$ cat src/hw/rtl/brc_pkg.sv
package brc_pkg;

	localparam int unsigned ByteW = 8;
	localparam int unsigned TermW = 16;
	localparam int unsigned StepW = 8;

	localparam logic [TermW-1:0] SeedAdd = 16'd7;
	localparam logic [StepW-1:0] AlphaStep = 8'd17;
	localparam logic [StepW-1:0] BetaStep = 8'd31;
	localparam logic [TermW-1:0] Modulus = 16'hFFFF;
	localparam logic [TermW-1:0] OlderSeed = 16'd1;

	// Width of (byte + alpha) * newer_term, the larger of the two products.
	localparam int unsigned ProdW = (ByteW + 1) + TermW;

	// Running state of the recurrence. alpha and beta hold 17*i and 31*i
	// modulo 256 for the position of the next word, so no multiply by the
	// position is needed.
	typedef struct packed {
		logic [TermW-1:0] older;
		logic [TermW-1:0] newer;
		logic [StepW-1:0] alpha;
		logic [StepW-1:0] beta;
		logic             at_start;
	} term_state_t;

	// Reduce a product-sized value modulo 2^16 - 1: the upper bits fold onto
	// the lower sixteen, and the folded sum stays below twice the modulus.
	function automatic logic [TermW-1:0] fold_mod(input logic [ProdW-1:0] x);
		logic [TermW:0] sum;
		logic [TermW:0] red;
		sum = {{(2*TermW+1-ProdW){1'b0}}, x[ProdW-1:TermW]} + {1'b0, x[TermW-1:0]};
		red = sum - {1'b0, Modulus};
		if (sum >= {1'b0, Modulus}) begin
			return red[TermW-1:0];
		end else begin
			return sum[TermW-1:0];
		end
	endfunction

endpackage

$ cat src/hw/rtl/brc_byte_if.sv
interface brc_byte_if;
	logic       valid;
	logic       ready;
	logic [7:0] data_byte;
	logic       last_byte;

	modport source (output valid, output data_byte, output last_byte, input ready);
	modport sink (input valid, input data_byte, input last_byte, output ready);
endinterface

$ cat src/hw/rtl/brc_sum_if.sv
interface brc_sum_if;
	logic        valid;
	logic        ready;
	logic [15:0] checksum;

	modport source (output valid, output checksum, input ready);
	modport sink (input valid, input checksum, output ready);
endinterface

$ cat src/hw/rtl/byte_recurrence_checksum_unit.sv
// Channel   Role    Payload                      Word
// stream    sink    data_byte[7:0], last_byte    one message byte
// result    source  checksum[15:0]               one checksum per message
//
// One byte a cycle sustained unless a final byte waits on a stalled result.
// A byte is held in the input register, and the recurrence step runs from there
// into the term registers and, for a final byte, into the result register.
// Reset clears the terms to older 1, newer 0 and arms the unit for a new message.
// A stalled result holds back a final byte and the bytes behind it; others flow on.
module byte_recurrence_checksum_unit (
	input  logic      clk,
	input  logic      arst_n,
	brc_byte_if.sink  stream,
	brc_sum_if.source result
);

	logic                      valid_s1;
	logic [brc_pkg::ByteW-1:0] data_s1;
	logic                      last_s1;
	logic                      advance;
	logic                      can_load;
	brc_pkg::term_state_t      state_q;
	brc_pkg::term_state_t      state_nxt;

	assign advance = valid_s1 && (!last_s1 || can_load);
	assign stream.ready = !valid_s1 || advance;

	always_ff @(posedge clk or negedge arst_n) begin
		if (!arst_n) begin
			valid_s1 <= 1'b0;
		end else if (stream.ready) begin
			valid_s1 <= stream.valid;
		end
	end

	always_ff @(posedge clk) begin
		if (stream.ready && stream.valid) begin
			data_s1 <= stream.data_byte;
			last_s1 <= stream.last_byte;
		end
	end

	brc_step u_step (
		.cur       (state_q),
		.data_byte (data_s1),
		.last_byte (last_s1),
		.nxt       (state_nxt)
	);

	always_ff @(posedge clk or negedge arst_n) begin
		if (!arst_n) begin
			state_q.older <= brc_pkg::OlderSeed;
			state_q.newer <= '0;
			state_q.alpha <= brc_pkg::AlphaStep;
			state_q.beta <= brc_pkg::BetaStep;
			state_q.at_start <= 1'b1;
		end else if (advance) begin
			state_q <= state_nxt;
		end
	end

	brc_out_reg u_out (
		.clk      (clk),
		.arst_n   (arst_n),
		.load     (advance && last_s1),
		.load_sum (state_nxt.newer),
		.can_load (can_load),
		.result   (result)
	);

`ifndef NO_ASSERTIONS
	// The modular reduction never produces the modulus itself.
	a_sum_range: assert property (@(posedge clk) disable iff (!arst_n)
		result.valid |-> result.checksum != brc_pkg::Modulus)
		else $error("checksum equals the modulus");

	a_newer_range: assert property (@(posedge clk) disable iff (!arst_n)
		!state_q.at_start |-> state_q.newer != brc_pkg::Modulus)
		else $error("newer term out of range");

	a_mid_message: assert property (@(posedge clk) disable iff (!arst_n)
		advance && !last_s1 |=> !state_q.at_start && !$rose(result.valid))
		else $error("non-final word ended a message");

	a_final_word: assert property (@(posedge clk) disable iff (!arst_n)
		advance && last_s1 |=> result.valid && state_q.at_start
			&& result.checksum == state_q.newer)
		else $error("final word did not produce its checksum");
`endif

endmodule

$ cat src/hw/rtl/brc_step.sv
module brc_step (
	input  brc_pkg::term_state_t          cur,
	input  logic [brc_pkg::ByteW-1:0]     data_byte,
	input  logic                          last_byte,
	output brc_pkg::term_state_t          nxt
);

	logic [brc_pkg::ByteW:0]      coef;
	logic [brc_pkg::ProdW-1:0]    prod_p;
	logic [brc_pkg::ProdW-1:0]    prod_q;
	logic [brc_pkg::ProdW-1:0]    diff_pos;
	logic [brc_pkg::ProdW-1:0]    diff_neg;
	logic [brc_pkg::TermW-1:0]    red_pos;
	logic [brc_pkg::TermW-1:0]    red_neg;
	logic [brc_pkg::TermW:0]      wrap_val;
	logic [brc_pkg::TermW-1:0]    term;

	assign coef = {1'b0, data_byte} + {1'b0, cur.alpha};
	assign prod_p = {{(brc_pkg::ProdW-brc_pkg::ByteW-1){1'b0}}, coef}
		* {{(brc_pkg::ProdW-brc_pkg::TermW){1'b0}}, cur.newer};
	assign prod_q = {{(brc_pkg::ProdW-brc_pkg::StepW){1'b0}}, cur.beta}
		* {{(brc_pkg::ProdW-brc_pkg::TermW){1'b0}}, cur.older};
	assign diff_pos = prod_p - prod_q;
	assign diff_neg = prod_q - prod_p;
	assign red_pos = brc_pkg::fold_mod(diff_pos);
	assign red_neg = brc_pkg::fold_mod(diff_neg);

	// A negative difference wraps through 2^64, which is 1 modulo 2^16 - 1,
	// so the term becomes (1 - |d|) modulo 2^16 - 1.
	always_comb begin
		wrap_val = '0;
		if (prod_p >= prod_q) begin
			term = red_pos;
		end else if (red_neg <= 16'd1) begin
			term = 16'd1 - red_neg;
		end else begin
			wrap_val = 17'h10000 - {1'b0, red_neg};
			term = wrap_val[brc_pkg::TermW-1:0];
		end
	end

	always_comb begin
		if (cur.at_start) begin
			nxt.older = brc_pkg::OlderSeed;
			nxt.newer = {{(brc_pkg::TermW-brc_pkg::ByteW){1'b0}}, data_byte}
				+ brc_pkg::SeedAdd;
			nxt.alpha = brc_pkg::AlphaStep;
			nxt.beta = brc_pkg::BetaStep;
		end else begin
			nxt.older = cur.newer;
			nxt.newer = term;
			nxt.alpha = cur.alpha + brc_pkg::AlphaStep;
			nxt.beta = cur.beta + brc_pkg::BetaStep;
		end
		nxt.at_start = last_byte;
	end

endmodule

$ cat src/hw/rtl/brc_out_reg.sv
module brc_out_reg (
	input  logic                      clk,
	input  logic                      arst_n,
	input  logic                      load,
	input  logic [brc_pkg::TermW-1:0] load_sum,
	output logic                      can_load,
	brc_sum_if.source                 result
);

	logic                      valid_q;
	logic [brc_pkg::TermW-1:0] sum_q;

	assign can_load = !valid_q || result.ready;

	always_ff @(posedge clk or negedge arst_n) begin
		if (!arst_n) begin
			valid_q <= 1'b0;
		end else if (load) begin
			valid_q <= 1'b1;
		end else if (result.ready) begin
			valid_q <= 1'b0;
		end
	end

	always_ff @(posedge clk) begin
		if (load) begin
			sum_q <= load_sum;
		end
	end

	assign result.valid = valid_q;
	assign result.checksum = sum_q;

endmodule

$ cat src/flat_wrapper.sv
// flat-port wrapper written by rule: the top's interface ports become plain ports
module byte_recurrence_checksum_unit_flat 
  (clk, arst_n, stream_valid, stream_data_byte, stream_last_byte, stream_ready, result_valid, result_checksum, result_ready);
  brc_byte_if stream_i ();
  brc_sum_if result_i ();
  input  logic clk;
  input  logic arst_n;
  input wire logic [$bits(stream_i.valid)-1:0] stream_valid;
  input wire logic [$bits(stream_i.data_byte)-1:0] stream_data_byte;
  input wire logic [$bits(stream_i.last_byte)-1:0] stream_last_byte;
  output wire logic [$bits(stream_i.ready)-1:0] stream_ready;
  output wire logic [$bits(result_i.valid)-1:0] result_valid;
  output wire logic [$bits(result_i.checksum)-1:0] result_checksum;
  input wire logic [$bits(result_i.ready)-1:0] result_ready;
  assign stream_i.valid = stream_valid;
  assign stream_i.data_byte = stream_data_byte;
  assign stream_i.last_byte = stream_last_byte;
  assign stream_ready = stream_i.ready;
  assign result_valid = result_i.valid;
  assign result_checksum = result_i.checksum;
  assign result_i.ready = result_ready;
  byte_recurrence_checksum_unit u_core (.clk(clk), .arst_n(arst_n), .stream(stream_i), .result(result_i));
endmodule
$ cat config.mk
export PLATFORM = sky130hd
export DESIGN_NAME = byte_recurrence_checksum_unit_flat
export DESIGN_NICKNAME = d
export VERILOG_FILES = /design/src/hw/rtl/brc_pkg.sv /design/src/hw/rtl/brc_byte_if.sv /design/src/hw/rtl/brc_sum_if.sv /design/src/hw/rtl/byte_recurrence_checksum_unit.sv /design/src/hw/rtl/brc_step.sv /design/src/hw/rtl/brc_out_reg.sv /design/src/flat_wrapper.sv
export SDC_FILE = /design/constraint.sdc
export NUM_CORES = 1
export LEC_CHECK = 0
export BUFFER_PORTS_ARGS = -buffer_cell sky130_fd_sc_hd__buf_2
export CORE_MARGIN = 8
export CORE_UTILIZATION = 58
export DETAILED_ROUTE_END_ITERATION = 12
export PLACE_DENSITY = 0.74
export SLEW_MARGIN = 25
export SYNTH_ARGS = -nofsm -noshare
export SYNTH_HDL_FRONTEND = slang
export SYNTH_SLANG_ARGS = --single-unit
$ cat constraint.sdc
create_clock -name clk -period 27.9 [get_ports clk]
set_input_delay 6.975 -clock clk [delete_from_list [all_inputs] [get_ports clk]]
set_output_delay 6.975 -clock clk [all_outputs]
set_load 0.02 [all_outputs]
## Word-level counts from Yosys, hierarchy flattened

Index checks and enable logic that the tools add are counted.

- Bits in registers: 76
- Logic and storage cells: 45

- $add $sub $neg: 12
- Multiply operators: 2
- Order comparisons: 4
- Mux-type cells: 7
- Reductions and logical operators: 10

Operator list:

| kind | count |
|---|---|
| 16-bit 2-to-1 mux | 4 |
| 48-bit 2-to-1 mux | 1 |
| 9-bit by 16-bit adder with 17-bit output | 2 |
| 17-bit by 16-bit >= comparator with 1-bit output (second input constant) | 2 |
| 1-bit by 16-bit subtractor with 16-bit output (first input constant) | 2 |
| 16-bit subtractor (second input constant) | 2 |
| 25-bit by 24-bit >= comparator with 1-bit output | 1 |
| 9-bit by 16-bit multiplier with 25-bit output | 1 |
| 24-bit by 25-bit subtractor with 25-bit output | 1 |
| 25-bit by 24-bit subtractor with 25-bit output | 1 |
| 8-bit by 16-bit multiplier with 24-bit output | 1 |
| 8-bit by 5-bit adder with 8-bit output (second input constant) | 2 |
| 16-bit by 1-bit less-or-equal comparator with 1-bit output (second input constant) | 1 |
| 8-bit by 3-bit adder with 9-bit output (second input constant) | 1 |
| 8-bit by 8-bit adder with 9-bit output | 1 |
| 1-bit logical AND | 3 |
| 1-bit zero test | 3 |
| 1-bit logical OR | 3 |
| 1-bit 2-to-1 mux | 2 |
| 2-bit nonzero test | 1 |

## Depth between registers and ports, before layout

- Depth in word-level cells: 10
- Gate-level depth with buffers: 56

## By module

From an unflattened synthesis, not the netlist that was laid out.

- Cell total of the unflattened synthesis: 1989
- Area, all modules: 16985.0 um^2

By module, submodules not included:

| module | times used | cells an instance | area an instance (um^2) | seq. area each (um^2) |
|---|---|---|---|---|
| brc_step | 1 | 1851 | 14281.2 | 0.0 |
| byte_recurrence_checksum_unit | 1 | 119 | 2175.8 | 1532.7 |
| brc_out_reg | 1 | 19 | 528.0 | 505.5 |

## Worst setup path before layout

OpenSTA, ideal clock, no wires.

- Path type: input to output
- From: input result_ready
- To: output stream_ready
- Arrival: 7.299 ns
- Data required time: 20.925 ns
- Path slack: 13.626 ns
- Stages on the path: 1
- Buffers on the path: 0
- Cell sequence: nand4b_1

- Cells in the longest elaborated chain, start to end: 4

Ends and longest elaborated chain:

| element | line | text |
|---|---|---|
| start, declared | flat_wrapper.sv:14 | `input wire logic [$bits(result_i.ready)-1:0] result_ready;` |
| 1-bit logical OR | brc_out_reg.sv:13 | `assign can_load = !valid_q \|\| result.ready;` |
| 1-bit logical OR | byte_recurrence_checksum_unit.sv:25 | `assign advance = valid_s1 && (!last_s1 \|\| can_load);` |
| 1-bit logical AND | byte_recurrence_checksum_unit.sv:25 |  |
| 1-bit logical OR | byte_recurrence_checksum_unit.sv:26 | `assign stream.ready = !valid_s1 \|\| advance;` |
| end, declared | flat_wrapper.sv:11 | `output wire logic [$bits(stream_i.ready)-1:0] stream_ready;` |

No other way between the ends.

## Final worst setup path

Ends and elaborated chain as after synthesis.

==> qor.yml <==
status:
  status: "finished clean"
setup_path:
  critPathTopFamily: "buffers and inverters"
  r2r_cells: 49
  path_cells: "buf_2, nand4b_1, buf_2"
  required_ns: 20.92
  critPathMaxFanout: 3
  worstSetupPathDepth: 3
  cp-start-kind: "input pin"
  critPathMaxStageDelay_ns: 0.21
  cp.arrival_ns: 7.48
  endpoint_kind: "output port"
  critical_path_buf_inv_count: 2
  criticalPathCategory: "input pin to output port"
  slowest_stage: "nand4b_1"
  path_common_cell: "buf_2"
clock_tree:
  postCtsSetupBuffers: 0
  cts_buffer_depth: 2
  cts_tree: "yes"
  hold_buffers: 0
  clock-sinks: 76
  htree_levels: 3
  cts-resized-gates: 0
  path_clk_slew_ns: 0.07
  cts_buffers: 9
  clock_latency_ns: 0.35
  clockRootBuffer: "clkbuf_16"
grt:
  grtUsageTotal_pct: 26.44
  antenna_found_initial: 0
  grt_overflow: 0
  grt_pass1_wl_microns: 77240
  grt_pass1_vias: 14840
  grt_max_degree: 54
layout:
  antenna_cells: 0
  area_growth_pct: 3.261
  finalNetCount: 2466
  drive_gt1_share_pct: 5.195
  final_common_cell: "inv_1"
  layout_common_cells: "inv_1, nand2_1, fa_1"
detailed_routing:
  drt_iter0_drc: 1088
  drt-wirelength-per-cell_microns: 19.09
  wirelength_microns: 47490
  routed_via_density: 6.061
  vias: 15080
  drc: 0
  firstDrtPassIters: 5
  ant_nets: 0
timing:
  rsz0062_at_grt: "no"
  max_freq_ghz: 0.06916
  finalMaxSlewViolations: 0
  fin_crit_sh_pct: 51.82
  fin_tns_setup_ns: 0
  setup_viol: 0
  fin_worst_skew_ns: 0.01163
  tightest_slew_ns: 1.002
  maxSlewHeadroom_pct: 32.98
  hold_viol: 0
  fin_crit_ns: 14.46
synthesis:
  synthesis.area_sq_um: 17500
  ys.flop_type: "dfrtp_1"
  yosysWarnings: 0
  avgSynthCellArea_sq_um: 8.130
  synth_cells: 2152
  async_reset_ff_share_pct: 67.11
  synth_seq_area_share_pct: 11.65
  synth-seq-cells: 76
  synth-edff-count: 25
  ys_types: 96
  postSynthNetCount: 2525
job:
  maxCapViolCount: 0
floorplanning:
  core_area_sq_um: 29640
  dieHeight_microns: 189.7
  start_util_pct: 59.03
  die_w_microns: 189.7
  row_count: 63
  dieArea_sq_um: 35980
  io_pins: 31
placement:
  port_buffers: 30
  gp_congestion: 0.9846
  place_hpwl_microns: 37520
min_path:
  hold_depth: 2
  hold_path.class: "flip-flop to flip-flop"
sequential cells by signal, indices dropped and copies added, names as in the netlist:
name and count:
u_core.data_s1 8, u_core.u_out.result.checksum 16, u_core.state_q 49, u_core.last_s1 1, u_core.u_out.result.valid 1, u_core.valid_s1 1
metrics by stage:
stage	util (%)	setup slack [ns]	std cells	area [sq um]	hold slack [ns]
floorplan	-	13.63	2152	17500	0.4685
global placement	59.84	13.46	2472	17740	0.5170
detailed placement	59.84	13.44	2472	17740	0.5328
CTS	60.95	13.44	2488	18070	0.5441
global route	60.95	13.01	2488	18070	0.5652
finish	60.95	13.44	2488	18070	0.5423
synthesized netlist by cell type (10+ instances only):
cell      instances  area [sq um]
a211oi_1         10         75.07
a21o_1           38         285.3
a21oi_1         124         620.6
a31oi_1          17         106.4
and2_1          150         938.4
and3_1           22         137.6
buf_2            16         80.08
clkbuf_1         84         315.3
dfrtp_1          42          1051
edfxtp_1         25         750.7
fa_1            188          3764
ha_1            172          2152
inv_1           280          1051
mux2i_1          16         160.2
nand2_1         258         968.4
nand2b_1         29         181.4
nand3_1          36         180.2
nand3b_1         10         75.07
nor2_1          103         386.6
nor2b_1          12         75.07
nor3_1           41         205.2
o211ai_1         12         90.09
o21a_1           25         187.7
o21ai_0          79         395.4
o21bai_1         18         135.1
or2_2            10         62.56
or3_1            15         93.84
xnor2_1          92         805.8
xor2_1           43         376.6
worst reg2reg max path, delay by kind of cell (launching register included):
kind | cells | cell delay [ns]
fa+ha+maj | 9 | 3.84
compound gates | 20 | 4.97
buf+inv | 4 | 0.27
xor+xnor | 3 | 0.86
simple gates | 13 | 3.02
flops | 1 | 0.58
path summary, 6_finish.rpt:
| check | start | endpoint | slack, ns |
|---|---|---|---|
| min reg2reg | u_core.state_q[9] | u_core.state_q[9] | 0.54 |
| max reg2reg | u_core.state_q[9] | u_core.u_out.result.checksum[2] | 14.07 |
| max | result_ready | stream_ready | 13.44 |
| min in group asynchronous | arst_n | u_core.state_q[39] | 6.76 |
| max in group asynchronous | arst_n | u_core.state_q[12] | 20.63 |
| min | u_core.state_q[9] | u_core.state_q[9] | 0.54 |
final cells by class:
| type | instances | area, sq um |
|---|---|---|
| multi-input combinational | 1685 | 13930 |
| fill | 2646 | 11570 |
| sequential | 76 | 2038 |
| inverter | 280 | 1051 |
| tap | 390 | 488.0 |
| timing repair buffer | 41 | 232.7 |
| clock buffer | 9 | 225.2 |
| clock inverter | 7 | 105.1 |
routing by layer:
layer  wire (microns)  GRT usage, %
met1            20270         35.69
met2            22360         43.95
met4             1503         7.968
met5                0             0
met3             3352         3.277
logic make-up after synthesis:
kind of cell / share of synthesized area, %
compound gates: 16.22
xor+xnor: 6.758
fa+ha+maj: 33.81
buf+inv: 8.753
flops: 11.65
mux: 1.237
simple gates: 21.57
Power is left out: the tool's default activity adds up to more than one toggle a clock period on the data nets, which glitch-free logic cannot reach.
